[config.mk]
export PLATFORM = sky130hd
export DESIGN_NAME = butterworth_iir_cascade_flat
export DESIGN_NICKNAME = d
export VERILOG_FILES = /design/src/bic_pkg.sv /design/src/bic_ifs.sv /design/src/bic_cfg.sv /design/src/bic_ctrl.sv /design/src/bic_dp.sv /design/src/butterworth_iir_cascade.sv /design/src/flat_wrapper.sv
export SDC_FILE = /design/constraint.sdc
export NUM_CORES = 2
export LEC_CHECK = 0
export BUFFER_PORTS_ARGS = -buffer_cell sky130_fd_sc_hd__buf_4
export CAP_MARGIN = 20
export CELL_PAD_IN_SITES_DETAIL_PLACEMENT = 1
export CELL_PAD_IN_SITES_GLOBAL_PLACEMENT = 1
export CORE_MARGIN = 5
export CORE_UTILIZATION = 40
export CTS_BUF_LIST = sky130_fd_sc_hd__clkbuf_4
export DETAILED_ROUTE_END_ITERATION = 16
export GPL_TIMING_DRIVEN = 1
export PLACE_DENSITY = 0.71
export RECOVER_POWER = 100
export SLEW_MARGIN = 25
export SYNTH_ARGS = -nofsm -noshare
export SYNTH_HDL_FRONTEND = slang
export SYNTH_SLANG_ARGS = --single-unit
[constraint.sdc]
create_clock -name clk -period 9.18 [get_ports clk]
set_clock_uncertainty 0.15 [all_clocks]
set_input_delay 0.459 -clock clk [delete_from_list [all_inputs] [get_ports clk]]
set_output_delay 0.459 -clock clk [all_outputs]
set_load 0.02 [all_outputs]
[src/bic_pkg.sv]
`timescale 1ns / 1ps
`default_nettype none

package bic_pkg;

	localparam int SAMPLE_BITS = 24;
	localparam int MAX_POLES   = 7;
	localparam int NUM_BQ      = 3;
	localparam int DATA_W      = 32;
	localparam int ACC_W       = 50;
	localparam int PROD_W      = 2 * DATA_W;
	localparam int CFG_W       = 64;
	localparam int CFG_IDX_W   = 3;
	localparam int POLE_W      = 3;
	localparam int SEC_W       = $clog2(NUM_BQ + 1);
	localparam int BQ_IDX_W    = (NUM_BQ > 1) ? $clog2(NUM_BQ) : 1;

	localparam logic [CFG_IDX_W-1:0] REG_LOWPASS = CFG_IDX_W'(0);
	localparam logic [CFG_IDX_W-1:0] REG_POLES   = CFG_IDX_W'(1);
	localparam logic [CFG_IDX_W-1:0] REG_MID     = CFG_IDX_W'(2);
	localparam logic [CFG_IDX_W-1:0] REG_FIRST   = CFG_IDX_W'(3);
	localparam logic [CFG_IDX_W-1:0] REG_BQ0     = CFG_IDX_W'(4);

	typedef logic signed [DATA_W-1:0] data_t;

	typedef struct packed {
		logic                         lowpass;
		logic [POLE_W-1:0]            poles;
		data_t                        mid;
		logic [CFG_W-1:0]             first;
		logic [NUM_BQ-1:0][CFG_W-1:0] bq;
	} cfg_t;

	typedef enum logic [2:0] {
		ST_IDLE,
		ST_INIT,
		ST_FB2,
		ST_SUB,
		ST_GAIN,
		ST_WB,
		ST_OUT
	} state_t;

	typedef enum logic [2:0] {
		OP_NONE,
		OP_INIT,
		OP_FB2,
		OP_SUB,
		OP_GAIN,
		OP_WB
	} op_t;

	typedef struct packed {
		logic             load;
		op_t              op;
		logic [SEC_W-1:0] sec;
		logic             out_load;
	} cmd_t;

	typedef struct packed {
		logic out_busy;
	} status_t;

endpackage

`default_nettype wire

[src/bic_ifs.sv]
`timescale 1ns / 1ps
`default_nettype none

interface bic_in_if;
	logic                                     valid;
	logic                                     ready;
	logic signed [bic_pkg::SAMPLE_BITS-1:0]   sample_in;
	logic                                     trace_start;

	modport source (output valid, output sample_in, output trace_start, input ready);
	modport sink (input valid, input sample_in, input trace_start, output ready);
endinterface

interface bic_out_if;
	logic                                     valid;
	logic                                     ready;
	logic signed [bic_pkg::SAMPLE_BITS-1:0]   sample_out;

	modport source (output valid, output sample_out, input ready);
	modport sink (input valid, input sample_out, output ready);
endinterface

`default_nettype wire

[src/bic_cfg.sv]
`timescale 1ns / 1ps
`default_nettype none

module bic_cfg (
	input  wire logic                          clk,
	input  wire logic                          arst_n,
	input  wire logic                          cfg_we,
	input  wire logic [bic_pkg::CFG_IDX_W-1:0] cfg_index,
	input  wire logic [bic_pkg::CFG_W-1:0]     cfg_data,
	output bic_pkg::cfg_t                      cfg
);
	import bic_pkg::*;

	cfg_t cfg_q;

	always_ff @(posedge clk or negedge arst_n) begin
		if (!arst_n) begin
			cfg_q.lowpass <= 1'b1;
			cfg_q.poles   <= POLE_W'(2);
			cfg_q.mid     <= '0;
			cfg_q.first   <= '0;
			cfg_q.bq      <= '0;
		end else if (cfg_we) begin
			unique case (cfg_index)
				REG_LOWPASS: cfg_q.lowpass <= cfg_data[0];
				REG_POLES:   cfg_q.poles   <= cfg_data[POLE_W-1:0];
				REG_MID:     cfg_q.mid     <= cfg_data[DATA_W-1:0];
				REG_FIRST:   cfg_q.first   <= cfg_data;
				default: begin
					for (int j = 0; j < NUM_BQ; j++) begin
						if (cfg_index == CFG_IDX_W'(int'(REG_BQ0) + j)) begin
							cfg_q.bq[j] <= cfg_data;
						end
					end
				end
			endcase
		end
	end

	assign cfg = cfg_q;

endmodule

`default_nettype wire

[src/bic_ctrl.sv]
`timescale 1ns / 1ps
`default_nettype none

module bic_ctrl (
	input  wire logic                       clk,
	input  wire logic                       arst_n,
	input  wire logic [bic_pkg::POLE_W-1:0] poles,
	input  wire logic                       in_valid,
	output logic                            in_ready,
	input  wire bic_pkg::status_t           status,
	output bic_pkg::cmd_t                   cmd
);
	import bic_pkg::*;

	localparam int BQ_CAP = ((MAX_POLES / 2) < NUM_BQ) ? (MAX_POLES / 2) : NUM_BQ;

	state_t           state_q, state_d;
	logic [SEC_W-1:0] sec_q, sec_d;
	logic [SEC_W-1:0] nbq;
	logic [POLE_W-1:0] half;

	always_comb begin
		half = poles >> 1;
		if (int'(half) > BQ_CAP) begin
			nbq = SEC_W'(BQ_CAP);
		end else begin
			nbq = SEC_W'(half);
		end
	end

	always_ff @(posedge clk or negedge arst_n) begin
		if (!arst_n) begin
			state_q <= ST_IDLE;
			sec_q   <= '0;
		end else begin
			state_q <= state_d;
			sec_q   <= sec_d;
		end
	end

	always_comb begin
		state_d = state_q;
		sec_d   = sec_q;
		unique case (state_q)
			ST_IDLE: begin
				if (in_valid) begin
					priority if (poles[0]) begin
						state_d = ST_INIT;
						sec_d   = '0;
					end else if (nbq != '0) begin
						state_d = ST_INIT;
						sec_d   = SEC_W'(1);
					end else begin
						state_d = ST_OUT;
					end
				end
			end
			ST_INIT: state_d = (sec_q == '0) ? ST_SUB : ST_FB2;
			ST_FB2:  state_d = ST_SUB;
			ST_SUB:  state_d = ST_GAIN;
			ST_GAIN: state_d = ST_WB;
			ST_WB: begin
				if (sec_q < nbq) begin
					state_d = ST_INIT;
					sec_d   = sec_q + SEC_W'(1);
				end else begin
					state_d = ST_OUT;
				end
			end
			ST_OUT: begin
				if (!status.out_busy) begin
					state_d = ST_IDLE;
				end
			end
			default: state_d = ST_IDLE;
		endcase
	end

	always_comb begin
		in_ready     = 1'b0;
		cmd.load     = 1'b0;
		cmd.op       = OP_NONE;
		cmd.sec      = sec_q;
		cmd.out_load = 1'b0;
		unique case (state_q)
			ST_IDLE: begin
				in_ready = 1'b1;
				cmd.load = in_valid;
			end
			ST_INIT: cmd.op = OP_INIT;
			ST_FB2:  cmd.op = OP_FB2;
			ST_SUB:  cmd.op = OP_SUB;
			ST_GAIN: cmd.op = OP_GAIN;
			ST_WB:   cmd.op = OP_WB;
			ST_OUT:  cmd.out_load = !status.out_busy;
			default: cmd.op = OP_NONE;
		endcase
	end

endmodule

`default_nettype wire

[src/bic_dp.sv]
`timescale 1ns / 1ps
`default_nettype none

module bic_dp (
	input  wire logic                                   clk,
	input  wire logic                                   arst_n,
	input  wire bic_pkg::cfg_t                          cfg,
	input  wire bic_pkg::cmd_t                          cmd,
	input  wire logic signed [bic_pkg::SAMPLE_BITS-1:0] sample_in,
	input  wire logic                                   trace_start,
	input  wire logic                                   out_ready,
	output logic                                        out_valid,
	output logic signed [bic_pkg::SAMPLE_BITS-1:0]      sample_out,
	output bic_pkg::status_t                            status
);
	import bic_pkg::*;

	typedef logic signed [ACC_W-1:0]  acc_t;
	typedef logic signed [PROD_W-1:0] prod_t;

	localparam prod_t HALF16  = prod_t'(1) <<< 15;
	localparam prod_t HALF30  = prod_t'(1) <<< 29;
	localparam prod_t D_MAX   = prod_t'({1'b0, {(DATA_W-1){1'b1}}});
	localparam prod_t D_MIN   = -D_MAX - prod_t'(1);
	localparam data_t S_MAX   = data_t'({1'b0, {(SAMPLE_BITS-1){1'b1}}});
	localparam data_t S_MIN   = -S_MAX - data_t'(1);

	function automatic data_t sat_data(prod_t v);
		if (v > D_MAX) begin
			return data_t'(D_MAX);
		end else if (v < D_MIN) begin
			return data_t'(D_MIN);
		end
		return data_t'(v);
	endfunction

	function automatic logic signed [SAMPLE_BITS-1:0] sat_sample(data_t v);
		if (v > S_MAX) begin
			return SAMPLE_BITS'(S_MAX);
		end else if (v < S_MIN) begin
			return SAMPLE_BITS'(S_MIN);
		end
		return SAMPLE_BITS'(v);
	endfunction

	data_t v_q;
	acc_t  acc_q;
	prod_t prod_q;
	data_t f_x1_q, f_y1_q;
	data_t bx1_q [NUM_BQ];
	data_t bx2_q [NUM_BQ];
	data_t by1_q [NUM_BQ];
	data_t by2_q [NUM_BQ];
	logic                          out_valid_q;
	logic signed [SAMPLE_BITS-1:0] out_q;

	logic                is_first;
	logic [BQ_IDX_W-1:0] bidx;
	data_t               x1, x2, y1, y2, fb, gain;
	logic [CFG_W-1:0]    coef;
	acc_t                vx, x1t, x2t, init_sum, r16;
	prod_t               r16_full, r30_full;
	data_t               mul_a, mul_b, y_new;
	logic                mul_en;

	always_comb begin
		is_first = (cmd.sec == '0);
		bidx     = is_first ? '0 : BQ_IDX_W'(cmd.sec - SEC_W'(1));
		if (is_first) begin
			x1   = f_x1_q;
			x2   = '0;
			y1   = f_y1_q;
			y2   = '0;
			coef = cfg.first;
		end else begin
			x1   = bx1_q[bidx];
			x2   = bx2_q[bidx];
			y1   = by1_q[bidx];
			y2   = by2_q[bidx];
			coef = cfg.bq[bidx];
		end
		gain = coef[CFG_W-1:DATA_W];
		fb   = coef[DATA_W-1:0];

		vx  = ACC_W'(v_q);
		x1t = is_first ? ACC_W'(x1) : (ACC_W'(x1) <<< 1);
		x2t = ACC_W'(x2);
		init_sum = cfg.lowpass ? (vx + x1t + x2t) : (vx - x1t + x2t);

		r16_full = (prod_q + HALF16) >>> 16;
		r16      = ACC_W'(r16_full);
		r30_full = (prod_q + HALF30) >>> 30;
		y_new    = sat_data(r30_full);

		mul_en = 1'b0;
		mul_a  = fb;
		mul_b  = y2;
		unique case (cmd.op)
			OP_INIT: begin
				mul_en = 1'b1;
				mul_a  = is_first ? fb : cfg.mid;
				mul_b  = y1;
			end
			OP_FB2: begin
				mul_en = 1'b1;
			end
			OP_GAIN: begin
				mul_en = 1'b1;
				mul_a  = gain;
				mul_b  = sat_data(PROD_W'(acc_q));
			end
			default: mul_en = 1'b0;
		endcase
	end

	always_ff @(posedge clk) begin
		if (cmd.load) begin
			v_q <= DATA_W'(sample_in);
		end else if (cmd.op == OP_WB) begin
			v_q <= y_new;
		end
		if (cmd.op == OP_INIT) begin
			acc_q <= init_sum;
		end else if (cmd.op == OP_FB2 || cmd.op == OP_SUB) begin
			acc_q <= acc_q - r16;
		end
		if (mul_en) begin
			prod_q <= PROD_W'(mul_a) * PROD_W'(mul_b);
		end
		if (cmd.out_load) begin
			out_q <= sat_sample(v_q);
		end
	end

	always_ff @(posedge clk or negedge arst_n) begin
		if (!arst_n) begin
			f_x1_q <= '0;
			f_y1_q <= '0;
			for (int j = 0; j < NUM_BQ; j++) begin
				bx1_q[j] <= '0;
				bx2_q[j] <= '0;
				by1_q[j] <= '0;
				by2_q[j] <= '0;
			end
		end else if (cmd.load && trace_start) begin
			f_x1_q <= '0;
			f_y1_q <= '0;
			for (int j = 0; j < NUM_BQ; j++) begin
				bx1_q[j] <= '0;
				bx2_q[j] <= '0;
				by1_q[j] <= '0;
				by2_q[j] <= '0;
			end
		end else if (cmd.op == OP_WB) begin
			if (is_first) begin
				f_x1_q <= v_q;
				f_y1_q <= y_new;
			end else begin
				bx2_q[bidx] <= bx1_q[bidx];
				bx1_q[bidx] <= v_q;
				by2_q[bidx] <= by1_q[bidx];
				by1_q[bidx] <= y_new;
			end
		end
	end

	always_ff @(posedge clk or negedge arst_n) begin
		if (!arst_n) begin
			out_valid_q <= 1'b0;
		end else if (cmd.out_load) begin
			out_valid_q <= 1'b1;
		end else if (out_ready) begin
			out_valid_q <= 1'b0;
		end
	end

	assign out_valid       = out_valid_q;
	assign sample_out      = out_q;
	assign status.out_busy = out_valid_q && !out_ready;

endmodule

`default_nettype wire

[src/butterworth_iir_cascade.sv]
// Each item passes through the first-order section when the pole count is odd,
// then through each biquad in use (up to 3), all on the single shared 32x32
// multiplier stepping through every section in turn. A new item is accepted
// only once the previous result has been loaded into the output register.
// Reset: configuration returns to its defaults, all history clears, no result pending.
`timescale 1ns / 1ps
`default_nettype none

module butterworth_iir_cascade (
	input  wire logic                          clk,
	input  wire logic                          arst_n,
	input  wire logic                          cfg_we,
	input  wire logic [bic_pkg::CFG_IDX_W-1:0] cfg_index,
	input  wire logic [bic_pkg::CFG_W-1:0]     cfg_data,
	bic_in_if.sink                             sample_ch,
	bic_out_if.source                          result_ch
);
	import bic_pkg::*;

	cfg_t    cfg;
	cmd_t    cmd;
	status_t status;
	logic    in_ready;

	bic_cfg u_cfg (
		.clk       (clk),
		.arst_n    (arst_n),
		.cfg_we    (cfg_we),
		.cfg_index (cfg_index),
		.cfg_data  (cfg_data),
		.cfg       (cfg)
	);

	bic_ctrl u_ctrl (
		.clk      (clk),
		.arst_n   (arst_n),
		.poles    (cfg.poles),
		.in_valid (sample_ch.valid),
		.in_ready (in_ready),
		.status   (status),
		.cmd      (cmd)
	);

	bic_dp u_dp (
		.clk         (clk),
		.arst_n      (arst_n),
		.cfg         (cfg),
		.cmd         (cmd),
		.sample_in   (sample_ch.sample_in),
		.trace_start (sample_ch.trace_start),
		.out_ready   (result_ch.ready),
		.out_valid   (result_ch.valid),
		.sample_out  (result_ch.sample_out),
		.status      (status)
	);

	assign sample_ch.ready = in_ready;

	a_one_item_at_a_time: assert property (@(posedge clk) disable iff (!arst_n)
		(sample_ch.valid && sample_ch.ready) |=> !sample_ch.ready)
		else $error("item accepted while previous item in flight");

	a_sec_in_range: assert property (@(posedge clk) disable iff (!arst_n)
		cmd.sec <= SEC_W'(NUM_BQ))
		else $error("section index out of range");

	a_fb2_biquad_only: assert property (@(posedge clk) disable iff (!arst_n)
		(cmd.op == OP_FB2) |-> (cmd.sec != '0))
		else $error("y2 feedback step on first-order section");

	a_out_load_free: assert property (@(posedge clk) disable iff (!arst_n)
		cmd.out_load |-> !(result_ch.valid && !result_ch.ready))
		else $error("result register overwritten while pending");

endmodule

`default_nettype wire

[src/flat_wrapper.sv]
// flat-port wrapper written by rule: the top's interface ports become plain ports
module butterworth_iir_cascade_flat import bic_pkg::*;
  (clk, arst_n, cfg_we, cfg_index, cfg_data, sample_ch_valid, sample_ch_sample_in, sample_ch_trace_start, sample_ch_ready, result_ch_valid, result_ch_sample_out, result_ch_ready);
  bic_in_if sample_ch_i ();
  bic_out_if result_ch_i ();
  input  wire logic clk;
  input  wire logic arst_n;
  input  wire logic cfg_we;
  input  wire logic [bic_pkg::CFG_IDX_W-1:0] cfg_index;
  input  wire logic [bic_pkg::CFG_W-1:0] cfg_data;
  input wire logic [$bits(sample_ch_i.valid)-1:0] sample_ch_valid;
  input wire logic [$bits(sample_ch_i.sample_in)-1:0] sample_ch_sample_in;
  input wire logic [$bits(sample_ch_i.trace_start)-1:0] sample_ch_trace_start;
  output wire logic [$bits(sample_ch_i.ready)-1:0] sample_ch_ready;
  output wire logic [$bits(result_ch_i.valid)-1:0] result_ch_valid;
  output wire logic [$bits(result_ch_i.sample_out)-1:0] result_ch_sample_out;
  input wire logic [$bits(result_ch_i.ready)-1:0] result_ch_ready;
  assign sample_ch_i.valid = sample_ch_valid;
  assign sample_ch_i.sample_in = sample_ch_sample_in;
  assign sample_ch_i.trace_start = sample_ch_trace_start;
  assign sample_ch_ready = sample_ch_i.ready;
  assign result_ch_valid = result_ch_i.valid;
  assign result_ch_sample_out = result_ch_i.sample_out;
  assign result_ch_i.ready = result_ch_ready;
  butterworth_iir_cascade u_core (.clk(clk), .arst_n(arst_n), .cfg_we(cfg_we), .cfg_index(cfg_index), .cfg_data(cfg_data), .sample_ch(sample_ch_i), .result_ch(result_ch_i));
endmodule
==> reports/results.tsv <==
metric	value	unit
status	finished with violations	
failing checks	max-capacitance violations, max-slew violations, negative setup slack	
DIE AREA	223000	sq um
pin count of the biggest net entering global routing	196	
DR WL/cell	26.3	microns
fraction of the yosys area taken by sequential cells	27.3	%
later-pin clock latency in the skew report	1.28	ns
DRT antenna net count	0	
Setup WS post-layout	-0.767	ns
WL final	346	mm
Detail Placement HPWL	251	mm
Synth Instances	9033	
first-pass GRT wire length	516	mm
pre-CTS WS	-1.13	ns
core area	212000	sq um
Sink Count	901	
port bufs	122	
drt first-iter violations	5343	
r2r setup slk	-0.77	ns
area leader, netlist	fa_1	
final slew viol count	1287	
Tot GR Track Use	30.4	%
Crit path top cell by count	fa_1	
effective utilization at floorplan	40.3	%
Die Y	472	microns
CP Class	reg2reg	
Via Count	73400	
placed cell area	96700	sq um
# IOs	123	
post-synth top area share	26.9	%
fin area	105000	sq um
die width	472	microns
EDFF count, synth	155	
row count	169	
max cap viols	20	
max incr delay on CP	0.55	ns
Setup TNS Final	-16.85	ns
critical path endpoint category	flip-flop	
CTS tree	built	
main flop type after synthesis	dfrtp_1	
CP max FO	6	
H-Tree Depth	4	
Critical Path End	u_core.u_dp.prod_q[50]	
area of the multi-input gates	57100	sq um
register area	23300	sq um
share of layout cells above drive strength 1	21.7	%
worst reg-to-reg path cell count	43	
max_slew headroom	-327	%
min-delay worst type	in2reg	
Clk pin slew, worst setup/hold paths	0.07	ns
Yosys cell types	89	
YS warnings	0	
CP Launch Type	flip-flop	
mapped cell area	85500	sq um
fmax	101	MHz
Slowest-stage cell, CP	fa_1	
worst endpoint required time	9.99	ns
Overflow after GRT	0	
fin nets	11700	
Mapped Nets	10600	
number of CTS-inserted buffers	233	
synth cell count leaders	inv_1 (1349), fa_1 (1150), nand2_1 (1066), nor2_1 (771), dfrtp_1 (744)	
drt pass-1 iters	5	
critical path arrival	10.75	ns
top cells by area, synth	fa_1 (27%), dfrtp_1 (22%), inv_1 (5.9%)	
worst r2r dst	u_core.u_dp.prod_q[50]	
final setup fails	32	
initial antenna violation count	15	
Filler cells	23900	
RSZ-0062 raised after global routing	true	
fin crit period	9.95	ns
Critical R2R Launch	u_core.u_ctrl.sec_q[0]	
gpl congestion	0.987	
root buffer cell	clkbuf_4	
ys async rst share	82.8	%
Hold Vio Cnt, Final	0	
Clock Path Buffers	3	
vias per cell	5.59	
final worst path period share	108	%
FF+latch count, synth	901	
average size of a mapped cell	9.47	sq um
DRC Markers	0	
dpl cells	12300	
Tightest Pin Transition	6.41	ns
Finished Layout Cells	13100	
CP startpoint	u_core.u_ctrl.sec_q[0]	
count leader, synth	inv_1	
Synth-to-Final Area Change	23.2	%
vias in the first global route	82100	
-- cell usage in the layout, fill, tap and decap left out, types with 26 or more instances in the layout --
master | netlist | layout
o21a_1 | 35 | 34
a211oi_2 | 1 | 26
clkinv_1 | 0 | 51
nor3_1 | 33 | 33
fa_2 | 0 | 61
nand2b_1 | 101 | 101
xor2_1 | 104 | 103
a22o_1 | 51 | 51
nand3_1 | 173 | 170
a21oi_2 | 10 | 72
a21o_1 | 203 | 198
nand4_1 | 32 | 32
buf_6 | 3 | 73
inv_1 | 1349 | 1307
nand2_1 | 1066 | 1047
o211ai_1 | 30 | 30
dlygate4sd3_1 | 0 | 211
xnor2_1 | 126 | 121
fa_1 | 1150 | 1089
mux2_1 | 0 | 40
inv_2 | 0 | 43
buf_4 | 6 | 865
o21ai_0 | 371 | 340
nor2b_1 | 59 | 58
buf_12 | 0 | 155
mux2_2 | 292 | 252
and2_1 | 61 | 55
a211oi_1 | 156 | 126
a21oi_1 | 469 | 392
mux2i_1 | 218 | 206
clkbuf_4 | 0 | 350
ha_1 | 302 | 275
o22ai_1 | 38 | 26
and3_1 | 65 | 62
nor2_1 | 771 | 742
clkbuf_1 | 442 | 45
edfxtp_1 | 155 | 155
or2_2 | 46 | 46
dfrtp_1 | 744 | 743
-- worst min path at each step --
stage | depth (start not counted) | to | start | slack, ns
finish | 4 | u_core.u_dp.out_valid | result_ch_ready | 0.11
global placement | 1 | u_core.u_dp.bx1_q[75] | arst_n | 0.33
global route | 4 | u_core.u_dp.out_valid | result_ch_ready | 0.06
CTS | 4 | u_core.u_dp.out_valid | result_ch_ready | 0.009
detailed placement | 1 | u_core.u_dp.bx1_q[44] | arst_n | 0.34
floorplan | 0 | u_core.u_cfg.cfg[0] | arst_n | 0.01
-- per-layer routing --
metal | track usage [%] | part of all wire, %
met4 | 17.5 | 6.8
met3 | 5.21 | 6.4
met2 | 51.1 | 48
met5 | 0 | 0.0087
met1 | 37.1 | 39
-- flip-flops by register name, indices dropped and copies added (netlist names) --
register,count
u_core.u_cfg.cfg,292
u_core.u_dp.bx1_q,96
u_core.u_dp.bx2_q,96
u_core.u_dp.by1_q,96
u_core.u_dp.by2_q,96
u_core.u_dp.acc_q,50
u_core.u_dp.prod_q,49
u_core.u_dp.f_x1_q,32
u_core.u_dp.f_y1_q,32
u_core.u_dp.v_q,32
u_core.u_dp.sample_out,24
u_core.u_ctrl.state_q,3
u_core.u_ctrl.sec_q,2
u_core.u_dp.out_valid,1
-- final cells by class --
type / instances / share of cell area, %
multi-input combinational: 6248 / 54.2
sequential: 901 / 22.1
timing repair buffer: 1379 / 12.6
inverter: 1349 / 4.82
tap: 2821 / 3.35
clock buffer: 349 / 2.49
clock inverter: 71 / 0.333
antenna: 13 / 0.0309
-- metrics by stage --
| stage | hold WS, ns | util, % |
|---|---|---|
| after global placement | 0.331 | 45.6 |
| after floorplan | 0.0134 | - |
| after global routing | 0.0589 | 49.6 |
| after CTS | 0.00892 | 49.2 |
| after detailed placement | 0.341 | 45.6 |
| final | 0.113 | 49.6 |
-- critical path: cells and delay by family (launching register included) --
family / cells / cell delay (ns)
adder cells (fa/ha/maj): 10 / 4.60
AO/OA/AOI/OAI: 12 / 2.21
buffers and inverters: 16 / 1.65
flip-flops: 1 / 0.39
AND/OR/NAND/NOR: 3 / 0.38
multiplexers: 1 / 0.14
XOR/XNOR: 1 / 0.10
-- kinds of logic after synthesis --
kind of cell	share of synthesized area [%]
buffers and inverters	8.36
multiplexers	6.40
AO/OA/AOI/OAI	11.8
XOR/XNOR	2.36
flip-flops	27.3
adder cells (fa/ha/maj)	31.3
AND/OR/NAND/NOR	12.4
-- what timing repair did --
action,4_1_cts,5_1_grt
setup buffers,105,59
gates resized for setup,306,190
pin swaps,188,125
hold buffers,212,0
gates cloned,13,1
endpoints found under the hold margin,961,0
endpoints found under the setup margin,36,42
Power is left out: the tool's default activity adds up to more than one toggle a clock period on the data nets, which glitch-free logic cannot reach.
